[src/design/hsd_pkg.sv]
// shared widths and the stored pair type for the descending heap sort
package hsd_pkg;

  localparam int KEY_W = 16;
  localparam int TAG_W = 8;

  // one stored entry: key with its tag
  typedef struct packed {
    logic [KEY_W-1:0] key;
    logic [TAG_W-1:0] tag;
  } pair_t;

endpackage

[src/design/hsd_if.sv]
// valid/ready channel interfaces for the input pairs and the sorted results
interface hsd_in_if;
  import hsd_pkg::*;

  logic             valid;
  logic             ready;
  logic [KEY_W-1:0] key;
  logic [TAG_W-1:0] tag;
  logic             final_item;

  modport source (output valid, key, tag, final_item, input ready);
  modport sink   (input valid, key, tag, final_item, output ready);
endinterface

interface hsd_out_if;
  import hsd_pkg::*;

  logic             valid;
  logic             ready;
  logic [KEY_W-1:0] sorted_key;
  logic [TAG_W-1:0] sorted_tag;
  logic             last_result;

  modport source (output valid, sorted_key, sorted_tag, last_result, input ready);
  modport sink   (input valid, sorted_key, sorted_tag, last_result, output ready);
endinterface

[src/design/heap_sort_descending_pairs.sv]
// Descending heap sort of key/tag pairs held in a two-read, one-write store.
// Load: one pair per cycle while in the load state. Heap build: each internal
// node is read, held and then sifted down one level per sift step; extraction:
// each root removal reads root and tail, swaps them and sifts the tail pair down
// from the root. Each result is read and then waits until the output is free.
// Synchronous active-low reset empties the set and the output register.
module heap_sort_descending_pairs #(
  parameter int MAX_ITEMS = 32
) (
  input  logic       clk,
  input  logic       rst_n,
  hsd_in_if.sink     in_ch,
  hsd_out_if.source  out_ch
);
  import hsd_pkg::*;

  localparam int AW  = (MAX_ITEMS > 1) ? $clog2(MAX_ITEMS) : 1;
  localparam int CW  = $clog2(MAX_ITEMS + 1);
  localparam int CIW = AW + 2;

  typedef enum logic [7:0] {
    ST_LOAD      = 8'b0000_0001,
    ST_BUILD_RD  = 8'b0000_0010,
    ST_HOLD      = 8'b0000_0100,
    ST_SIFT      = 8'b0000_1000,
    ST_EXT_RD    = 8'b0001_0000,
    ST_EXT_SWAP  = 8'b0010_0000,
    ST_EMIT_RD   = 8'b0100_0000,
    ST_EMIT_WAIT = 8'b1000_0000
  } state_t;

  state_t        state_r, state_nxt;
  logic [CW-1:0] count_r, count_nxt;
  logic [CW-1:0] n_r, n_nxt;
  logic [CW-1:0] len_r, len_nxt;
  logic [AW-1:0] node_r, node_nxt;
  logic [AW-1:0] bi_r, bi_nxt;
  logic [AW-1:0] ei_r, ei_nxt;
  logic          building_r, building_nxt;
  pair_t         held_r, held_nxt;
  logic          out_valid_r, out_valid_nxt;
  pair_t         out_pair_r, out_pair_nxt;
  logic          out_last_r, out_last_nxt;

  // store port signals
  logic          mem_we;
  logic [AW-1:0] mem_waddr;
  pair_t         mem_wdata;
  logic          mem_re;
  logic [AW-1:0] mem_raddr_a;
  logic [AW-1:0] mem_raddr_b;
  pair_t         mem_rdata_a;
  pair_t         mem_rdata_b;

  // sift compare signals
  logic [CIW-1:0] lc_cur, rc_cur, lc_next, rc_next;
  logic           lc_ok, rc_ok;
  logic [1:0]     pick;
  logic [KEY_W-1:0] best_key;
  logic [CW-1:0]  n_load;
  logic           in_xfer, out_xfer, out_free, emit_last;

  hsd_store #(
    .DEPTH (MAX_ITEMS),
    .AW    (AW)
  ) u_store (
    .clk     (clk),
    .we      (mem_we),
    .waddr   (mem_waddr),
    .wdata   (mem_wdata),
    .re      (mem_re),
    .raddr_a (mem_raddr_a),
    .raddr_b (mem_raddr_b),
    .rdata_a (mem_rdata_a),
    .rdata_b (mem_rdata_b)
  );

  assign in_ch.ready        = (state_r == ST_LOAD);
  assign in_xfer            = in_ch.valid && in_ch.ready;
  assign out_xfer           = out_valid_r && out_ch.ready;
  assign out_free           = !out_valid_r || out_ch.ready;
  assign out_ch.valid       = out_valid_r;
  assign out_ch.sorted_key  = out_pair_r.key;
  assign out_ch.sorted_tag  = out_pair_r.tag;
  assign out_ch.last_result = out_last_r;

  // set size after the current transfer, a full store drops the pair
  assign n_load = (count_r < CW'(MAX_ITEMS)) ? count_r + CW'(1) : count_r;

  assign emit_last = ((CW'(ei_r) + CW'(1)) == n_r);

  // children of the node being sifted
  assign lc_cur = {1'b0, node_r, 1'b1};
  assign rc_cur = {1'b0, node_r, 1'b0} + CIW'(2);
  assign lc_ok  = lc_cur < CIW'(len_r);
  assign rc_ok  = rc_cur < CIW'(len_r);

  // smallest of held, left, right with strict less-than, left tested first
  always_comb begin
    pick     = 2'd0;
    best_key = held_r.key;
    if (lc_ok) begin
      if (mem_rdata_a.key < best_key) begin
        pick     = 2'd1;
        best_key = mem_rdata_a.key;
      end
    end
    if (rc_ok) begin
      if (mem_rdata_b.key < best_key) begin
        pick = 2'd2;
      end
    end
  end

  // children of the node that the next sift step looks at
  assign lc_next = {1'b0, node_nxt, 1'b1};
  assign rc_next = {1'b0, node_nxt, 1'b0} + CIW'(2);

  // sequencer: load, heap build, extraction, emission
  always_comb begin
    state_nxt     = state_r;
    count_nxt     = count_r;
    n_nxt         = n_r;
    len_nxt       = len_r;
    node_nxt      = node_r;
    bi_nxt        = bi_r;
    ei_nxt        = ei_r;
    building_nxt  = building_r;
    held_nxt      = held_r;
    out_valid_nxt = out_valid_r && !out_xfer;
    out_pair_nxt  = out_pair_r;
    out_last_nxt  = out_last_r;
    mem_we        = 1'b0;
    mem_waddr     = count_r[AW-1:0];
    mem_wdata     = '{key: in_ch.key, tag: in_ch.tag};
    mem_re        = 1'b0;
    mem_raddr_a   = node_r;
    mem_raddr_b   = node_r;

    unique case (state_r)
      ST_LOAD: begin
        if (in_xfer) begin
          mem_we    = (count_r < CW'(MAX_ITEMS));
          count_nxt = n_load;
          if (in_ch.final_item) begin
            count_nxt = '0;
            n_nxt     = n_load;
            len_nxt   = n_load;
            ei_nxt    = '0;
            if (n_load >= CW'(2)) begin
              bi_nxt       = AW'((n_load >> 1) - CW'(1));
              building_nxt = 1'b1;
              state_nxt    = ST_BUILD_RD;
            end else begin
              state_nxt = ST_EMIT_RD;
            end
          end
        end
      end

      ST_BUILD_RD: begin
        mem_re      = 1'b1;
        mem_raddr_a = bi_r;
        node_nxt    = bi_r;
        state_nxt   = ST_HOLD;
      end

      ST_HOLD: begin
        held_nxt  = mem_rdata_a;
        state_nxt = ST_SIFT;
      end

      ST_SIFT: begin
        mem_we    = 1'b1;
        mem_waddr = node_r;
        case (pick)
          2'd1: begin
            mem_wdata = mem_rdata_a;
            node_nxt  = lc_cur[AW-1:0];
          end
          2'd2: begin
            mem_wdata = mem_rdata_b;
            node_nxt  = rc_cur[AW-1:0];
          end
          default: begin
            mem_wdata = held_r;
            if (building_r) begin
              if (bi_r == '0) begin
                building_nxt = 1'b0;
                state_nxt    = ST_EXT_RD;
              end else begin
                bi_nxt    = bi_r - AW'(1);
                state_nxt = ST_BUILD_RD;
              end
            end else if (len_r >= CW'(2)) begin
              state_nxt = ST_EXT_RD;
            end else begin
              state_nxt = ST_EMIT_RD;
            end
          end
        endcase
      end

      ST_EXT_RD: begin
        mem_re      = 1'b1;
        mem_raddr_a = '0;
        mem_raddr_b = AW'(len_r - CW'(1));
        state_nxt   = ST_EXT_SWAP;
      end

      ST_EXT_SWAP: begin
        // root goes to the tail, the tail pair is sifted from the root
        mem_we    = 1'b1;
        mem_waddr = AW'(len_r - CW'(1));
        mem_wdata = mem_rdata_a;
        held_nxt  = mem_rdata_b;
        len_nxt   = len_r - CW'(1);
        node_nxt  = '0;
        state_nxt = ST_SIFT;
      end

      ST_EMIT_RD: begin
        mem_re      = 1'b1;
        mem_raddr_a = ei_r;
        state_nxt   = ST_EMIT_WAIT;
      end

      ST_EMIT_WAIT: begin
        if (out_free) begin
          out_valid_nxt = 1'b1;
          out_pair_nxt  = mem_rdata_a;
          out_last_nxt  = emit_last;
          if (emit_last) begin
            state_nxt = ST_LOAD;
          end else begin
            ei_nxt    = ei_r + AW'(1);
            state_nxt = ST_EMIT_RD;
          end
        end
      end

      default: begin
        state_nxt = ST_LOAD;
      end
    endcase

    // every sift step reads both children of the node it moves to
    if (state_nxt == ST_SIFT) begin
      mem_re      = 1'b1;
      mem_raddr_a = lc_next[AW-1:0];
      mem_raddr_b = rc_next[AW-1:0];
    end
  end

  // control registers
  always_ff @(posedge clk) begin
    if (!rst_n) begin
      state_r     <= ST_LOAD;
      count_r     <= '0;
      building_r  <= 1'b0;
      out_valid_r <= 1'b0;
    end else begin
      state_r     <= state_nxt;
      count_r     <= count_nxt;
      building_r  <= building_nxt;
      out_valid_r <= out_valid_nxt;
    end
  end

  // working and payload registers
  always_ff @(posedge clk) begin
    n_r        <= n_nxt;
    len_r      <= len_nxt;
    node_r     <= node_nxt;
    bi_r       <= bi_nxt;
    ei_r       <= ei_nxt;
    held_r     <= held_nxt;
    out_pair_r <= out_pair_nxt;
    out_last_r <= out_last_nxt;
  end

endmodule

[src/design/hsd_store.sv]
// pair store: one write port, two registered read ports
module hsd_store #(
  parameter int DEPTH = 32,
  parameter int AW    = 5
) (
  input  logic           clk,
  input  logic           we,
  input  logic [AW-1:0]  waddr,
  input  hsd_pkg::pair_t wdata,
  input  logic           re,
  input  logic [AW-1:0]  raddr_a,
  input  logic [AW-1:0]  raddr_b,
  output hsd_pkg::pair_t rdata_a,
  output hsd_pkg::pair_t rdata_b
);
  import hsd_pkg::*;

  pair_t mem [DEPTH];

  // write port
  always_ff @(posedge clk) begin
    if (we) begin
      mem[waddr] <= wdata;
    end
  end

  // read ports, data held until the next read
  always_ff @(posedge clk) begin
    if (re) begin
      rdata_a <= mem[raddr_a];
      rdata_b <= mem[raddr_b];
    end
  end

endmodule

[src/flat_wrapper.sv]
// flat-port wrapper written by rule: the top's interface ports become plain ports
module heap_sort_descending_pairs_flat import hsd_pkg::*;
#(
  parameter int MAX_ITEMS = 32
)
  (clk, rst_n, in_ch_valid, in_ch_key, in_ch_tag, in_ch_final_item, in_ch_ready, out_ch_valid, out_ch_sorted_key, out_ch_sorted_tag, out_ch_last_result, out_ch_ready);
  hsd_in_if in_ch_i ();
  hsd_out_if out_ch_i ();
  input  logic clk;
  input  logic rst_n;
  input wire logic [$bits(in_ch_i.valid)-1:0] in_ch_valid;
  input wire logic [$bits(in_ch_i.key)-1:0] in_ch_key;
  input wire logic [$bits(in_ch_i.tag)-1:0] in_ch_tag;
  input wire logic [$bits(in_ch_i.final_item)-1:0] in_ch_final_item;
  output wire logic [$bits(in_ch_i.ready)-1:0] in_ch_ready;
  output wire logic [$bits(out_ch_i.valid)-1:0] out_ch_valid;
  output wire logic [$bits(out_ch_i.sorted_key)-1:0] out_ch_sorted_key;
  output wire logic [$bits(out_ch_i.sorted_tag)-1:0] out_ch_sorted_tag;
  output wire logic [$bits(out_ch_i.last_result)-1:0] out_ch_last_result;
  input wire logic [$bits(out_ch_i.ready)-1:0] out_ch_ready;
  assign in_ch_i.valid = in_ch_valid;
  assign in_ch_i.key = in_ch_key;
  assign in_ch_i.tag = in_ch_tag;
  assign in_ch_i.final_item = in_ch_final_item;
  assign in_ch_ready = in_ch_i.ready;
  assign out_ch_valid = out_ch_i.valid;
  assign out_ch_sorted_key = out_ch_i.sorted_key;
  assign out_ch_sorted_tag = out_ch_i.sorted_tag;
  assign out_ch_last_result = out_ch_i.last_result;
  assign out_ch_i.ready = out_ch_ready;
  heap_sort_descending_pairs #(.MAX_ITEMS(MAX_ITEMS)) u_core (.clk(clk), .rst_n(rst_n), .in_ch(in_ch_i), .out_ch(out_ch_i));
endmodule
[config.mk]
export PLATFORM = sky130hd
export DESIGN_NAME = heap_sort_descending_pairs_flat
export DESIGN_NICKNAME = d
export VERILOG_FILES = /design/src/design/hsd_pkg.sv /design/src/design/hsd_if.sv /design/src/design/heap_sort_descending_pairs.sv /design/src/design/hsd_store.sv /design/src/flat_wrapper.sv
export SDC_FILE = /design/constraint.sdc
export NUM_CORES = 2
export LEC_CHECK = 0
export ABC_CLOCK_PERIOD_IN_PS = 7800
export BUFFER_PORTS_ARGS = -buffer_cell sky130_fd_sc_hd__buf_2
export CAP_MARGIN = 20
export CELL_PAD_IN_SITES_DETAIL_PLACEMENT = 1
export CELL_PAD_IN_SITES_GLOBAL_PLACEMENT = 2
export CORE_MARGIN = 2
export CORE_UTILIZATION = 45
export CTS_CLUSTER_SIZE = 40
export DETAILED_ROUTE_END_ITERATION = 10
export GPL_ROUTABILITY_DRIVEN = 0
export GPL_TIMING_DRIVEN = 1
export PLACE_DENSITY = 0.83
export REMOVE_ABC_BUFFERS = 1
export SYNTH_ARGS = -nofsm -noshare
export SYNTH_HDL_FRONTEND = slang
export SYNTH_SLANG_ARGS = --single-unit
[constraint.sdc]
create_clock -name clk -period 7.8 [get_ports clk]
set_input_delay 0.78 -clock clk [delete_from_list [all_inputs] [get_ports clk]]
set_output_delay 0.78 -clock clk [all_outputs]
set_load 0.1 [all_outputs]
==> flow_summary.toml <==
[run_status]
outcome = "finished, final reports clean"

[finish]
areaGrowthSynthToFinish_pct = 14.34
share_of_post_route_cells_with_drive_strength_above_1_pct = 14.73
layout.nets = 3865
fin_util_pct = 51.81
mostFrequentLayoutCell = "sky130_fd_sc_hd__edfxtp_1"
layout.cell_area.non_filler_mm2 = 0.05354
mostFrequentLayoutCells = "888 x sky130_fd_sc_hd__edfxtp_1, 526 x sky130_fd_sc_hd__mux2i_1, 416 x sky130_fd_sc_hd__nand2_1, 149 x sky130_fd_sc_hd__buf_4, 129 x sky130_fd_sc_hd__and3_1"
final-instance-count-excl-fill = 5250

[detailed_routing]
drc = 0
post_drt_wl_per_cell_um = 36.74
drtPass1Iterations = 6
route.detailed.vias_per_inst = 7.049
num_vias = 37008
route.antenna.remaining_nets = 0
detail_route.iter0.violations = 4944
drt_wl_total_um = 192900

[synthesis]
yosysWarningCount = 0
synth.largest_area_cell = "sky130_fd_sc_hd__edfxtp_1"
synth.cell_area_mm2 = 0.04683
ys_types = 84
synth_top_cell_area_share_pct = 56.94
synth_instances = 3737
synth_enable_flop_cells = 888
synth_async_reset_ratio_pct = 0
seq_area_frac_synth_pct = 57.80
synth_flop_cell = "sky130_fd_sc_hd__edfxtp_1"
synth.ff_latch_count = 908
synth.top_cells.by_area = "sky130_fd_sc_hd__edfxtp_1 57%, sky130_fd_sc_hd__mux2i_1 11%, sky130_fd_sc_hd__nand2_1 3.4%"
synthesized_area_divided_by_synthesized_cell_count_um2 = 12.53

[critical_path]
cp-end-kind = "flop"
cp_num_buf_inv = 5
slowest_stage = "sky130_fd_sc_hd__or4_1"
crit_path_largest_cell_delay_ns = 0.53
start_kind = "flop"
arrival_ns = 7.94
beginning_of_the_critical_path = "u_core.u_store.rdata_a[9]"
cp.required_ns = 8.28
worst_r2r_startpoint = "u_core.u_store.rdata_a[9]"
cpLargestDelayFamily = "compound AO/OA/AOI/OAI gates"
worstPathMaxFanout = 31
timing.setup.critical_path_class = "flop to flop"

[floorplan]
floorplan.die.width_um = 326.6
starting_density_of_the_core_pct = 45.31
placeableCoreArea_mm2 = 0.1033
design.die.area_mm2 = 0.1067
placement_rows = 118
io_pins = 56
die_height_um = 326.6

[timing]
highest_clock_rate_mhz = 134.1
worst_pin_slew_ns = 1.145
rsz0062_at_grt = "no"
hold_viol_final = 0
slew_hr_pct = 23.68
final.period_utilization_pct = 95.58
number_of_pins_with_negative_max_slew_slack_in_the_final_report = 0
layout_min_cycle_time_ns = 7.455
finalSetupViolations = 0
fin_skew_ns = 0.03050

[grt]
antenna_found_initial = 7
groute.layer.met3.usage_pct = 8.684
groute.layer.met1.usage_pct = 48.28
track_usage_pct = 35.42
first_pass_grt_wire_length_um = 271800
global_route_congestion_overflow_total = 0
grt_start_max_net_pins = 96
gr-usage-met2_pct = 52.67
busiest_layer = "met2"
grt_pass1_vias = 36595

[clock_tree]
cts_tree = "built"
cts_buffers = 101
worst_skew_pair.late_latency_ns = 0.73
clock_tree.buffer_depth = 3
clock_sink_count = 908
clk_transition_reported_paths_ns = 0.06
cts.htree.levels = 3
cts.root.buffer_cell = "sky130_fd_sc_hd__clkbuf_16"

[place]
post_place_instance_area_mm2 = 0.05009
numPlacedInstances = 5053
placement.io_buffers = 55
hpwl_um = 113500

[min_path]
min_from = "rst_n"
timing.hold.worst.class = "primary input to flop"

[run]
cap_violations = 0

[pwr]
power.total_mw = 12.16
power-per-cell-area_mw_per_mm2 = 227.2
power_leakage_nw = 21.13
ir_drop_mv = 0.1752
-- layout make-up --
class / instances / area [um2]
inverters: 39 / 146.4
well taps: 1380 / 1727
diodes: 1 / 2.502
multi-input cells: 2467 / 18650
repair buffers: 270 / 2725
clock buffers: 124 / 2614
flip-flops and latches: 908 / 27070
clock inverters: 61 / 611.8
fillers: 10329 / 49810
-- registers in the layout, summed over array words and instances (netlist names), 5 cells and up --
name,cells
u_core.state_r,8
u_core.held_r,24
u_core.bi_r,5
u_core.node_r,5
u_core.u_store.rdata_a,24
u_core.u_store.mem,768
u_core.len_r,6
u_core.u_store.rdata_b,24
u_core.out_ch.sorted_key,16
u_core.count_r,6
u_core.ei_r,5
u_core.n_r,6
u_core.out_ch.sorted_tag,8
-- cell families (layout without fill, tap and decap cells) --
kind of cell	count (synthesis)	after routing	share of synthesized area (%)
DFF	908	908	57.80
adders and majority gates	49	49	1.309
other	0	1	0
buffers and inverters	362	494	3.471
and+or+nand+nor	932	932	9.729
muxes	576	576	12.45
xor gates and xnor gates	25	25	0.4676
AOI/OAI and AO/OA	885	885	14.78
-- power by group --
group | total [mW] | switching (mW) | leakage [nW] | internal [mW]
sequential | 5.44 | 0.0299 | 8.17 | 5.41
clock | 4.76 | 2.08 | 1.56 | 2.68
combinational | 1.96 | 1.26 | 11.4 | 0.705
-- synth_stat cells (all sizes together), types with 12 or more instances --
cell and instances:
a2111oi 92, a211oi 56, a21boi 23, a21oi 126, a221o 46, a221oi 47
a22oi 35, a2bb2oi 24, a32o 47, a32oi 25, and3 132, and4 27
buf 155, clkbuf 168, dfxtp 20, edfxtp 888, ha 49, inv 39
mux2 50, mux2i 526, nand2 422, nand3 97, nand4 12, nor2 114
nor2b 15, nor3 21, nor4 32, o2111ai 26, o211ai 49, o21ai 91
o22ai 31, o311ai 24, o31a 89, or4 24, xor2 15
-- worst register-to-register path: cells and delay by family (launching register included) --
family	cells	cell delay, ns
multiplexers	1	0.19
AND/OR/NAND/NOR	7	1.39
buffers and inverters	5	1.33
adder cells (fa/ha/maj)	3	0.89
AO/OA/AOI/OAI	12	3.04
flip-flops	1	0.40
-- path summary, 6_finish.rpt --
kind / endpoint / slack, ns / cells after the start
max: u_core.u_store.rdata_a[1] / 0.35 / 28
min: u_core.building_r / 0.37 / 2
max reg2reg: u_core.u_store.rdata_a[1] / 0.35 / 28
min reg2reg: u_core.out_ch.sorted_tag[4] / 0.55 / 0
-- per-stage QoR --
stage          TNS (ns)  setup WS, ns  hold WS, ns
3_3_place_gp          0        0.4253       0.5220
6_report              0        0.3451       0.3708
5_1_grt               0      0.005727       0.3730
3_5_place_dp          0        0.2646       0.5062
2_1_floorplan   -766.42        -16.11       0.4513
4_1_cts               0        0.1921       0.3494
-- layer usage --
metal  vias to the layer above  wire, um
met4                         4     10940
met3                       545     23060
li1                      14966         -
met2                      2544     83940
met5                         -        23
met1                     18949     74930
-- timing repair --
item | in CTS | in global routing
hold buffers | 0 | 0
gates resized for setup | 0 | 7
endpoints found under the setup margin | 0 | 48
buffers inserted | 0 | 2
No activity file was read; power rests on OpenSTA's default activity.
